$ cat config.mk
export PLATFORM = sky130hd
export DESIGN_NAME = dss_ctrl
export DESIGN_NICKNAME = d
export VERILOG_FILES = /design/src/rtl/core/dss_pkg.sv /design/src/rtl/core/dss_ctrl.sv
export SDC_FILE = /design/constraint.sdc
export NUM_CORES = 1
export LEC_CHECK = 0
export ABC_AREA = 1
export BUFFER_PORTS_ARGS = -buffer_cell sky130_fd_sc_hd__buf_4
export CAP_MARGIN = 20
export CORE_AREA = 3 3 40 42
export DETAILED_ROUTE_END_ITERATION = 7
export DIE_AREA = 0 0 43 45
export PLACE_DENSITY_LB_ADDON = 0.08
export SETUP_SLACK_MARGIN = 0.15
export SLEW_MARGIN = 20
export SYNTH_ARGS = -nofsm -noshare
export SYNTH_HDL_FRONTEND = slang
export SYNTH_SLANG_ARGS = --single-unit
$ cat constraint.sdc
create_clock -name clk -period 0.8 [get_ports clk]
set_input_delay 0.12 -clock clk [delete_from_list [all_inputs] [get_ports clk]]
set_output_delay 0.12 -clock clk [all_outputs]
set_load 0.05 [all_outputs]
$ cat src/rtl/core/dss_pkg.sv
package dss_pkg;

  // default geometry
  localparam int NUM_SETS_DEF = 2048;
  localparam int NUM_WAYS_DEF = 16;

  // item field widths
  localparam int SET_FLD_W  = 11;
  localparam int WAY_FLD_W  = 4;
  localparam int ADDR_W     = 48;
  localparam int LINE_W     = 42;
  localparam int RND_W      = 5;
  localparam int IN_DATA_W  = 120;
  localparam int OUT_DATA_W = 8;

  // configuration
  localparam int CFG_DATA_W = 11;
  localparam logic REG_LEADER_SETS   = 1'b0;
  localparam logic REG_STREAM_WINDOW = 1'b1;
  localparam logic [10:0] LEADER_SETS_RST   = 11'd64;
  localparam logic [3:0]  STREAM_WINDOW_RST = 4'd8;

  // item kinds
  localparam logic KIND_VICTIM = 1'b0;
  localparam logic KIND_UPDATE = 1'b1;

  // ages and selector
  localparam logic [1:0] AGE_MAX  = 2'd3;
  localparam logic [1:0] AGE_FAR  = 2'd2;
  localparam logic [1:0] AGE_NEAR = 2'd0;
  localparam logic [1:0] REUSE_RST = 2'd1;
  localparam logic [9:0] PSEL_MID = 10'd512;
  localparam logic [9:0] PSEL_TOP = 10'd1023;

  typedef enum logic [1:0] {
    ST_CLEAR,
    ST_IDLE,
    ST_EXEC
  } dss_state_t;

  // per-set stream detector entry
  typedef struct packed {
    logic [LINE_W-1:0] last_line;
    logic [1:0]        stride_run;
    logic              stream_flag;
    logic [3:0]        window_left;
  } dss_stream_t;

  // controller to datapath
  typedef struct packed {
    logic clear;
    logic accept;
    logic exec;
  } dss_cmd_t;

  // datapath to controller
  typedef struct packed {
    logic clr_last;
  } dss_stat_t;

  // 4-bit program-counter signature
  function automatic logic [3:0] sig_of(input logic [ADDR_W-1:0] pc);
    sig_of = pc[3:0] ^ pc[7:4] ^ pc[11:8];
  endfunction

endpackage

$ cat src/rtl/core/dss_ctrl.sv
module dss_ctrl (
  input  logic              clk,
  input  logic              rst_n,
  input  logic              in_tvalid,
  output logic              in_tready,
  output logic              out_tvalid,
  input  logic              out_tready,
  output dss_pkg::dss_cmd_t cmd,
  input  dss_pkg::dss_stat_t stat
);
  import dss_pkg::*;

  dss_state_t state_r, state_nxt;
  logic       out_valid_r, out_valid_nxt;
  logic       ready;

  // state and output flag registers
  always_ff @(posedge clk) begin
    if (!rst_n) begin
      state_r     <= ST_CLEAR;
      out_valid_r <= 1'b0;
    end else begin
      state_r     <= state_nxt;
      out_valid_r <= out_valid_nxt;
    end
  end

  // take an item only when idle and the result slot frees by the end
  assign ready = (state_r == ST_IDLE) && (!out_valid_r || out_tready);

  // next state and commands
  always_comb begin
    state_nxt     = state_r;
    out_valid_nxt = out_valid_r;
    cmd           = '0;
    if (out_valid_r && out_tready) begin
      out_valid_nxt = 1'b0;
    end
    case (state_r)
      ST_CLEAR: begin
        cmd.clear = 1'b1;
        if (stat.clr_last) begin
          state_nxt = ST_IDLE;
        end
      end
      ST_IDLE: begin
        if (in_tvalid && ready) begin
          cmd.accept = 1'b1;
          state_nxt  = ST_EXEC;
        end
      end
      ST_EXEC: begin
        cmd.exec      = 1'b1;
        out_valid_nxt = 1'b1;
        state_nxt     = ST_IDLE;
      end
      default: begin
        state_nxt = ST_CLEAR;
      end
    endcase
  end

  assign in_tready  = ready;
  assign out_tvalid = out_valid_r;

endmodule

==> Word level (Yosys, flattened, before mapping) <==
Index checks and enable logic that the tools add are counted.
W data, S select, Z words.
{ "op_classes": {"eq_ne": 4, "reduce_logical": 8, "mux": 9} }
{ "op_table": {"columns": ["cell", "n"], "rows": [
  ["$mux W1", 6],
  ["$pmux W2 S3", 1],
  ["$mux W2", 2],
  ["$logic_and A1 B1 Y1", 3],
  ["$eq A2 B1 Y1 const B", 1],
  ["$eq A2 B2 Y1 const B", 1],
  ["$logic_not A2 Y1", 1],
  ["$ne A2 B1 Y1 const B", 1],
  ["$ne A2 B2 Y1 const B", 1],
  ["$reduce_and A2 Y1", 1],
  ["$reduce_bool A2 Y1", 1],
  ["$logic_not A1 Y1", 1],
  ["$logic_or A1 B1 Y1", 1]
]} }
{ "totals": {"in_bits": 5, "out_inout_bits": 5, "register_bits": 3, "word_cells": 23} }

==> Longest topological paths before layout <==
Gate-level depths: netlist of run 1.
{ "depth": {"depth_word": 6, "depth_mapped": 5, "depth_no_buf": 5} }

==> Least setup slack after synthesis of run 1 <==
Ideal clock, no wire load.
{ "synth_path": {"path_kind": "register to output", "start": "register out_valid_r (netlist: out_tvalid)", "end": "output port cmd[1] in the netlist's numbering", "t_arrival_ps": 1862, "slack_ps": -1182, "stages_incl_launch_ff": 4, "path_buffers": 0, "required_time_ps": 680, "path_cell_list": "dfxtp_1 > nand2_1 > inv_1 > nor3b_1"} }
{ "synth_rtl": {"columns": ["item", "line", "source"], "rows": [
  ["from (decl)", "dss_ctrl.sv:14", "logic out_valid_r, out_valid_nxt;"],
  ["from (signal assigned)", "dss_ctrl.sv:24", "out_valid_r <= out_valid_nxt;"],
  ["to (decl)", "dss_ctrl.sv:8", "output dss_pkg::dss_cmd_t cmd,"]
]} }

==> results, run 1 <==
- After the last flow step, the layout net total stands at 50.
- The class of the most critical setup path is flop to primary output.
- At the worst endpoint, the required time is ~680 ps.
- The largest driver fanout on the critical path is 3.
- Clock-pin slew was measured on the worst setup and hold paths at ~30 ps.
- The master cell of the clock root buffer is clkbuf_4.
- For this design, the sink count on the clock tree is 3.
- Setup slack on the critical path of the routed design comes to -356 ps.
- Summed over all cells, the static leakage comes to between 0.2 and 0.25 nW.
- The final cycle utilization of the critical path is 145%.
- The via count of the first global-routing pass is ~210.
- The number of library cell types mapped by synthesis is 10.
- The number of vias after detailed routing is 200.
- The area fraction in compound gates after synthesis is 9.02%.
- After global routing the overflow that remains totals 0.
- STA classifies the critical path startpoint as a flop.
- The remaining routing DRC violations is 0.
- In this run the power density over the cells is approximately 1600 nW/um^2.
- The count of inserted antenna diode cells is 0.
- The total routed wirelength is roughly 470 um.
- The share of cells above drive strength 1 is between 80 and 90%.
- Max-cap violations in this run came to 0.
- The number of nets still failing antenna checks after routing is 0.
- The net count after synthesis is 28.
- For this run, the number of Yosys warnings is 0.
- Setup repair after global routing could not meet its margin everywhere.
- Dividing the detail-routed via count by the number of cells gives about 3.4.
- The first-pass iteration count of the detailed router is 2.
- The area fraction of the dominant cell type after synthesis is slightly below 40%.
- The number of DRC violations after detailed-routing iteration 0 is 1.
- The kind of capture point of the worst setup path is a primary output.
- Detailed placement ended at an HPWL of between 300 and 400 um.
- Once the floorplan was initialized, standard cells occupied 11.9% of the core.
- The die covers 1940 um^2.
- The worst pin sits at a relative slew slack of approximately nine tenths.
- 10 I/O pins were placed.
- TritonCTS built the clock tree.
- The post-synthesis instance total is 23.
- The dominant combinational cell family by area after synthesis is simple AND/OR/NAND/NOR gates.
- The clock passes through at most 2 buffers.
- The mean area per synthesized cell is between 6 and 7 um^2.
- The count of buffers added on input and output ports is 9.
- The arithmetic-cell share of the synthesized area counting full adders, half adders and majority gates is 0%.
- Across the routed clock network, the largest skew measured is approximately 2.2 ps.
- The synthesized netlist devotes between 30% and 40% of its cell area to simple gates.
- The signal arrival time at the worst endpoint is around 1000 ps.
- The cell total after placement is slightly above 50.
- The worst-case IR drop observed on VDD is around 610 uV.
- The floorplan has 13 rows.
- In the layout the commonest cells are buf_4 (10), buf_6 (6), inv_2 (3), nand2_4 (3), clkbuf_4 (3).
- Counting flops and latches in the post-synthesis netlist gives 3.
- The routability congestion estimate from global placement is 0.684.
- The overall die height is about 45 um.
- Counting the buffers created by CTS gives 3.
- The routed design could run at a clock period as short as between 1000 and 1500 ps.
- The number of failing hold endpoints at the final stage is 0.
- The leading cell type in the layout, fill and taps excluded is buf_4.
- The synthesis-to-layout area growth is 183%.
- Before CTS, the worst setup slack after placement is -145 ps.
- Sorting the synthesized cells by area gives the leading types as dfxtp_1 (39%), inv_1 (15%), nand2_1 (9.8%).
- The initial antenna violation count is 0.
- The first-pass GRT wire length is slightly below 800 um.
- Timing would allow up to 865 MHz.
- The largest total area in the synthesized netlist belongs to dfxtp_1.
- Global routing used roughly 6.1% of the available tracks across all layers.
- The worst min-delay path class is primary input to flop.
- The per-cell routed wire length is around 8.0 um.
- The clock latency at the later pin of the worst-skew pair is roughly 230 ps.
- The worst hold slack after final layout is 171 ps.
- Measured against the total synthesized area, the mux share comes to 0%.
- In this run the number of H-tree levels came out at 1.
- The count of endpoints failing setup in the final report is 8.
- For this run, the register share of the synthesized area comes to 39.3%.
- The total standard cell area after synthesis is around 150 um^2.
- The final reports fail on setup timing.
- For the pin with the worst max-slew slack, the measured transition is between 100 and 150 ps.
- The total area inside the core boundary comes to 1280 um^2.
- The final number of max-transition violations is 0.
- The die width is ~43 um.
- The xor-xnor portion of the synthesized cell area is 0%.
- The count of placed standard cells in the final layout, fillers left out is 59.
- The flow ran to the end, but the final reports show violations.
- The maximum number of pins on one net before global-route repair is 4.
- Hold repair after CTS inserted 0 buffers.
[through the flow]
| step | power [mW] | TNS, ps | util [%] | cell area, um^2 |
|---|---|---|---|---|
| 2_1_floorplan | 0.316 | -614 | - | 203 |
| 3_3_place_gp | 0.386 | -513 | 24.2 | 312 |
| 3_5_place_dp | 0.384 | -476 | 24.2 | 312 |
| 4_1_cts | 0.716 | -2190 | 32.3 | 415 |
| 5_1_grt | 0.763 | -2450 | 33.6 | 432 |
| 6_report | 0.711 | -2110 | 33.6 | 432 |
[Yosys cell counts]
master   instances
inv_1            6
nor2_1           4
dfxtp_1          3
nor3_1           1
a21oi_1          1
a21oi_2          1
nand2_2          1
nand2_1          4
buf_4            1
nor3b_1          1
[final timing paths]
path               from          to  slack, ps  cells after the start
max          state_r[1]      cmd[1]       -360                      4
min               rst_n  state_r[0]        170                      3
max reg2reg  state_r[1]  state_r[0]       -300                      8
min reg2reg  out_tvalid  out_tvalid        620                      3
[critical path, stage by stage, from the launching register on]
cell	delay, ps
dfxtp_2	320
inv_2	60
nand2_4	60
nor3b_4	190
buf_6	180
[repair_timing]
item | 4_1_cts | 5_1_grt
endpoints found under the hold margin | 0 | 0
buffers inserted | 4 | 0
gates resized for setup | 13 | 3
endpoints found under the setup margin | 8 | 8
pin swaps | 5 | 4
[state kept, by name, summed over array words and instances (netlist names)]
| signal | flops |
|---|---|
| out_tvalid | 1 |
| state_r | 2 |
[area by class of cell]
| type | instances | area (um^2) |
|---|---|---|
| tap | 15 | 18.8 |
| timing repair buffer | 18 | 173 |
| clock buffer | 4 | 26.3 |
| sequential | 3 | 68.8 |
| inverter | 6 | 25.0 |
| fill | 142 | 853 |
| multi-input combinational | 13 | 120 |
[layer usage]
metal  GRT usage [%]  vias to the layer above  part of all wire (%)
met5               0                        -                     0
met4            7.23                        0                     0
met3            3.59                        0                   7.4
met2            8.98                        5                    62
met1            5.29                       87                    31
li1                -                      108                     -
[power by group]
| group | switching, mW | internal [mW] |
|---|---|---|
| Combinational | 0.147 | 0.135 |
| Sequential | 0.0126 | 0.160 |
| Clock | 0.0702 | 0.186 |
[kinds of logic after synthesis]
| logic type | Yosys count |
|---|---|
| flops | 3 |
| buf+inv | 7 |
| compound gates | 2 |
| simple gates | 11 |
Note: power is estimated with default switching activity, not from simulation.
==> inputs of run 2 (changes only) <==
- clock period: 0.8 -> 0.9 ns (I/O delays scaled with it)
==> run 2 against run 1 <==
  * The flow still finishes with violations (setup timing)
  * Non-clock buffer count is 5 lower
  * Sequential power shrank 12%
  * Sequential cell count is the same
  * Cell area shrank 11%
  * Count of clock-buffer cells in the layout is the same
  * Register-to-register slack improved by 310 ps
  * Via count down 10%
  * Clock power down 12%
  * Wire length down 21%
  * Global-route usage decreased by 1.6 points
  * Combinational power is 24% lower
  * Critical endpoint unchanged
==> results, run 2 (synthesis gave the netlist of run 1 again) <==
- The run finished, with violations left.
- The final reports fail on setup timing.
- The initial antenna violation count is 0 (unchanged).
- The overall die area is 1940 um^2 (unchanged).
- The standard cell with the maximum stage delay on the critical path is dfxtp_2.
- The signal arrival time at the worst endpoint was 1030 ps (about the same).
- The length in cells of the worst reg-to-reg path is 6 (-2).
- Relative to the synthesized area, the layout overhead comes to 151%.
- The cell count of the worst hold path came to 3 (unchanged).
- Setup repair after global routing could not meet its margin everywhere.
- The estimated wirelength of the detail-placed design is 348 um (+0.87%).
- The routability congestion estimate from global placement is 0.668 (-2.3%).
- The worst hold slack after final layout came to 175 ps (+4.66 ps).
- STA classifies the critical path startpoint as a flop.
- The count of inserted antenna diode cells came to 0 (unchanged).
- The worst setup path is captured at a primary output.
- The via count of the first global-routing pass is 156 (-27%).
- The number of buffers inserted by port buffering is 9 (unchanged).
- The die width was 43 um (unchanged).
- The remaining routing DRC violations came to 0 (unchanged).
- The class of the most critical setup path is flop to primary output.
- The setup slack after placement is -57.0 ps (+87.8 ps).
- Static timing analysis puts the maximum clock frequency at about 860 MHz.
- The per-cell routed wire length is 6.94 um (-14%).
- The average via count per standard cell is 3.33 (-1.7%).
- The met2 global-route usage is 5.69% (-3.3 points).
- The biggest cell delay along the critical path was 310 ps (about the same).
- The largest driver fanout on the critical path is 3 (unchanged).
- The number of ports placed on the die boundary is 10 (unchanged).
- The slew at the pin with the worst max-slew slack came to 144 ps (-1.08 ps).
- The number of failing hold endpoints at the final stage is 0 (unchanged).
- The total routed wirelength is 375 um (-21%).
- In this run the worst hold path is classified as primary input to flop.
- The share of cells above drive strength 1 was 82.1% (-2.0 points).
- The total power density per cell area was 1550 nW/um^2 (-5.8%).
- The maximum number of pins on one net before global-route repair is 4 (unchanged).
- The number of max-capacitance violations reported is 0 (unchanged).
- The global routing met1 resource utilization is 4.78% (-0.50 points).
- The leakage power total was 0.188 nW (-13%).
- The final number of max-transition violations came to 0 (unchanged).
- The required arrival time at the worst endpoint is 760 ps (+80 ps).
- The net total in the final layout is 45 (-10%).
- The count of H-tree levels built during CTS is 1 (unchanged).
- The start of the worst register-to-register path is state_r[1].
- The clock latency at the later pin of the worst-skew pair is 230 ps (about the same).
- The first-pass iteration count of the detailed router is 2 (unchanged).
- The worst reg-to-reg setup slack is 10 ps (+310 ps).
- The top cell types in the final layout, fill and taps aside, are buf_4 (8), inv_2 (3), nand2_4 (3), clkbuf_4 (3), buf_6 (3).
- The clock sink count came to 3 (unchanged).
- The total global routing overflow came to 0 (unchanged).
- The setup fix buffers added after clock tree synthesis is 0 (-4).
- The number of buffers inserted for hold repair after clock tree synthesis came to 0 (unchanged).
- The number of flip-flops in the largest register came to 2 (unchanged).
- The worst min-delay path startpoint is rst_n.
- The maximum clock insertion buffer count is 2 (unchanged).
- The end point of the worst hold path is state_r[0].
- The post-layout utilization of the core is 29.8% (-3.8 points).
- The met3 layer usage reported by global route is 2.39% (-1.2 points).
- The initial core utilization is 11.9% (unchanged).
- The final cycle utilization of the critical path is 129%.
- The leading cell type in the layout, fill and taps excluded is buf_4.
- The number of nets still failing antenna checks after routing was 0 (unchanged).
- The relative max-transition margin is 90.4% (about the same).
- The number of placement rows was 13 (unchanged).
- The overall die height is 45 um (unchanged).
- The largest register by flop count is state_r.
- The total CTS buffers was 3 (unchanged).
- The signal on the critical path passes through inv_2 -> nand2_4 -> nor3b_4 -> buf_6.
- The total core area came to 1280 um^2 (unchanged).
- The count of endpoints failing setup in the final report is 4 (-4).
- Tracing the worst setup path back leads to its startpoint at state_r[1].
- The cell sitting at the root of the clock tree is a clkbuf_4.
- The number of DRC violations after detailed-routing iteration 0 is 2 (+1).
- The number of vias after detailed routing is 180 (-10%).
- For the finished layout, the period the worst path requires is around 1200 ps.
- The clock tree from TritonCTS is done.
- The maximum vdd drop is 445 uV (-27%).
- The final worst slack is -265 ps (+91.0 ps).
- The highest-utilization routing layer at the global route stage is met2.
- The reg-to-reg endpoint is state_r[0].
- The setup clock skew after layout came to 1.01 ps (-1.22 ps).
- The total of fill cells in the finished design is 141 (-0.70%).
- The clock-pin slew on the worst setup and hold paths is 30 ps (about the same).
- The first-pass GRT wire length was 586 um (-25%).
- The aggregate global-route resource usage is 4.49% (-1.6 points).
- The total power after layout is 594 uW (-16%).
[run 2: metal layers]
metal  vias to the layer above  routed length [um]
met5                         -                   0
met4                         0                   0
met3                         0                  34
met2                         5                 198
met1                        78                 141
li1                         97                   -
[run 2: through the flow]
| stage | std cells | setup TNS (ps) | cell area, um^2 |
|---|---|---|---|
| 2_1_floorplan | 23 | -417 | 203 |
| 3_3_place_gp | 50 | -47.7 | 304 |
| 3_5_place_dp | 50 | -57.0 | 304 |
| 4_1_cts | 54 | -834 | 354 |
| 5_1_grt | 54 | -1030 | 383 |
| 6_report | 54 | -780 | 383 |
[run 2: how the worst max path moves through the flow]
stage / endpoint / slack (ps) / cells after the start
global route: cmd[1] / -340 / 4
floorplan: cmd[1] / -250 / 3
global placement: cmd[1] / -40 / 4
detailed placement: cmd[1] / -60 / 4
CTS: cmd[1] / -280 / 4
finish: cmd[1] / -270 / 4
[run 2: cell type report]
| cell class | instances | area [um^2] | share of cell area (%) |
|---|---|---|---|
| Clock buffer | 4 | 26.3 | 6.86 |
| Inverter | 6 | 25.0 | 6.54 |
| Multi-Input combinational cell | 13 | 120 | 31.4 |
| Sequential cell | 3 | 68.8 | 18.0 |
| Tap cell | 15 | 18.8 | 4.90 |
| Timing Repair Buffer | 13 | 124 | 32.4 |
[run 2: repair_timing]
action / in CTS / in global routing
setup endpoints to repair: 8 / 7
pin swaps: 1 / 3
gates resized for setup: 6 / 7
[run 2: critical path, delay by kind of cell, from the launching register on]
family	cells	cell delay (ps)
flops	1	310
simple gates	2	250
buf+inv	2	240
[run 2: report_power, final]
part	internal, mW	total (mW)	switching, mW
registers	0.143	0.153	0.0102
logic	0.0913	0.214	0.123
clock network	0.166	0.227	0.0615
==> inputs of run 3 (changes only) <==
- ABC_AREA: 1 -> 0
==> run 3 against run 2 <==
  * The run still ends with setup timing left
  * Die area stayed put
  * Synthesized cell count is 26% lower
  * Maximum frequency is 4.5% lower
  * Sequential cell count stayed put
  * Clock skew is 0.93 ps lower
  * Worst setup slack worse by 55 ps
  * Hold slack worse by 44 ps
  * Clock power hardly changed
  * Wire length is 1.1% higher
  * Cell area is 12% higher
  * Critical path type unchanged
  * Largest cell class unchanged
  * Largest power group unchanged
  * Highest routed layer unchanged
==> results, run 3 <==
- The flow ran to the end, but the final reports show violations.
- The checks that failed: setup timing.
- The total standard cell area after synthesis is 156 um^2 (+2.5%).
- The number of nets still failing antenna checks after routing is 0 (unchanged).
- The area fraction of the dominant cell type after synthesis is 38.4% (-0.94 points).
- The count of H-tree levels built during CTS came to 1 (unchanged).
- The remaining routing DRC violations came to 0 (unchanged).
- The number of register bits inferred by synthesis is 3 (unchanged).
- The warning count from the yosys run is 0 (unchanged).
- The per-cell routed wire length came to 7.15 um (+3.0%).
- The number of DRC violations after detailed-routing iteration 0 was 0 (-2).
- The number of vias after detailed routing came to 181 (+0.56%).
- The fraction of registers with async set/reset is 0% (unchanged).
- The number of library cell types mapped by synthesis is 12 (+2).
- The total CTS buffers is 3 (unchanged).
- The kind of capture point of the worst setup path is a primary output.
- The initial antenna violation count is 0 (unchanged).
- The clock latency at the later pin of the worst-skew pair is 230 ps (about the same).
- Leaving out fill and tap cells, the most frequent cell in the layout is buf_4.
- The number of synthesized flops with an enable pin is 0 (unchanged).
- The largest driver fanout on the critical path is 3 (unchanged).
- The initial core utilization is 12.2% (+0.29 points).
- The final cycle utilization of the critical path is 136% (+6.1 points).
- The clock-pin slew on the worst setup and hold paths was 30 ps (about the same).
- The number of flip-flops in the largest register is 2 (unchanged).
- The first-pass GRT wire length came to 627 um (+7.0%).
- The cell total after placement was 44 (-12%).
- Yosys attributes the largest share of cell area to dfxtp_1 (38%), nand2b_4 (8.8%), nor2b_4 (8.8%).
- In the layout the commonest cells are buf_4 (8), buf_6 (6), buf_8 (4).
- The shortest period the worst path allows is 1220 ps (+55.2 ps).
- The net count after synthesis is 22 (-21%).
- The highest clock rate was 819 MHz (-4.5%).
- The die width is 43 um (unchanged).
- The signal arrival time at the worst endpoint is 1090 ps (+60 ps).
- After synthesis, the most frequently instantiated cells are dfxtp_1 (3), nor2_1 (3), nand2b_1 (2).
- The post-layout utilization of the core is 33.5% (+3.7 points).
- The clock tree from TritonCTS is done.
- The number of ports placed on the die boundary came to 10 (unchanged).
- The count of inserted antenna diode cells is 0 (unchanged).
- The final number of max-transition violations is 0 (unchanged).
- The relative max-transition margin is 92.7% (+2.4 points).
- The required arrival time at the worst endpoint is 760 ps (about the same).
- The total of fill cells in the finished design came to 140 (-0.71%).
- The number of placement rows is 13 (unchanged).
- Summed over all instances, the cell type with the most area after synthesis is dfxtp_1.
- The post-synthesis instance total came to 17 (-26%).
- The count of placed standard cells in the final layout, fillers left out is 53 (-1.9%).
- The total global routing overflow was 0 (unchanged).
- The maximum number of pins on one net before global-route repair is 4 (unchanged).
- The number of max-capacitance violations reported is 0 (unchanged).
- Setup repair after global routing could not meet its margin everywhere.
- The routability congestion estimate from global placement is 0.656 (-1.7%).
- The average via count per standard cell is 3.42 (+2.5%).
- The class of the most critical setup path is flop to primary output.
- The aggregate global-route resource usage came to 5.07% (+0.59 points).
- STA classifies the critical path startpoint as a flop.
- The total power density per cell area was 1320 nW/um^2 (-15%).
- The setup clock skew after layout is 0.0811 ps (-0.931 ps).
- The via count of the first global-routing pass is 173 (+11%).
- Ranked by flip-flop count, first place goes to state_r.
- The sequential area share after synthesis is 38.4% (-0.94 points).
- From synthesis to final layout, the design area changed by 175%.
- The net total in the final layout was 44 (-2.2%).
- The number of buffers inserted for hold repair after clock tree synthesis is 0 (unchanged).
- The total routed wirelength is 379 um (+1.1%).
- The overall die height came to 45 um (unchanged).
- The final worst slack is -320 ps (-55.2 ps).
- The number of buffers inserted by port buffering came to 9 (unchanged).
- The leakage power total was 0.203 nW (+7.7%).
- The setup slack after placement is -115 ps (-58.0 ps).
- The cell sitting at the root of the clock tree is a clkbuf_4.
- The clock sink count came to 3 (unchanged).
- The estimated wirelength of the detail-placed design was 306 um (-12%).
- The worst hold slack after final layout is 131 ps (-44.4 ps).
- The share of cells above drive strength 1 is 92.1% (+10 points).
- The maximum clock insertion buffer count is 2 (unchanged).
- The most used flip-flop cell after synthesis is dfxtp_1.
- The number of failing hold endpoints at the final stage is 0 (unchanged).
- The overall die area is 1940 um^2 (unchanged).
- The worst hold path belongs to the class primary input to flop.
- The count of endpoints failing setup in the final report is 7 (+3).
- The total core area came to 1280 um^2 (unchanged).
- The first-pass iteration count of the detailed router is 1 (-1).
- The slew at the pin with the worst max-slew slack is 109 ps (-35.2 ps).
- The maximum vdd drop is 933 uV (+110%).
- The mean area per synthesized cell is 9.20 um^2 (+39%).
- The setup TNS is -1270 ps (-494 ps).
-- run 3: cells by family after synthesis --
group | synth area share, %
simple gates | 41.6
flops | 38.4
compound gates | 12.8
buf+inv | 7.20
-- run 3: where the power goes --
| part | switching [mW] | internal (mW) | leakage (nW) |
|---|---|---|---|
| sequential | 0.00627 | 0.139 | 0.0261 |
| clock | 0.0631 | 0.166 | 0.0150 |
| combinational | 0.0906 | 0.104 | 0.162 |
-- run 3: path summary, 6_finish.rpt --
check	from	to	slack, ps	cells past startpoint
setup reg to reg	state_r[1]	out_tvalid	-70	6
setup / recovery	state_r[1]	cmd[1]	-320	4
hold / removal	rst_n	state_r[0]	130	2
hold reg to reg	out_tvalid	out_tvalid	590	3
-- run 3: cell type report --
| class | instances | area, um^2 | share of cell area, % |
|---|---|---|---|
| clock buffers | 4 | 26.3 | 6.10 |
| inverters | 1 | 3.75 | 0.872 |
| multi-input cells | 12 | 128 | 29.7 |
| flip-flops and latches | 3 | 66.3 | 15.4 |
| well taps | 15 | 18.8 | 4.36 |
| repair buffers | 18 | 188 | 43.6 |
-- run 3: repair_timing --
action	CTS	global route
setup buffers	4	1
endpoints found under the setup margin	8	8
pin swaps	5	0
gates cloned	0	0
gates resized for setup	19	4
-- run 3: per-stage QoR --
stage / total power, mW / cell area (um^2)
after floorplan: 0.237 / 178
after global placement: 0.285 / 287
after detailed placement: 0.285 / 287
after CTS: 0.572 / 407
after global routing: 0.610 / 430
final: 0.569 / 430
-- run 3: layer usage --
metal	part of all wire [%]	vias up	wire length, um	global-route usage, %
li1	-	95	-	-
met4	0	0	0	1.81
met3	15	0	57	6.37
met1	38	76	144	4.56
met5	0	-	0	0
met2	47	10	177	6.89
-- run 3: worst max-delay path: stages (launching register included) --
cell,delay [ps]
dfxtp_2,310
nand2b_4,140
nor2b_4,120
and2_4,150
buf_8,130
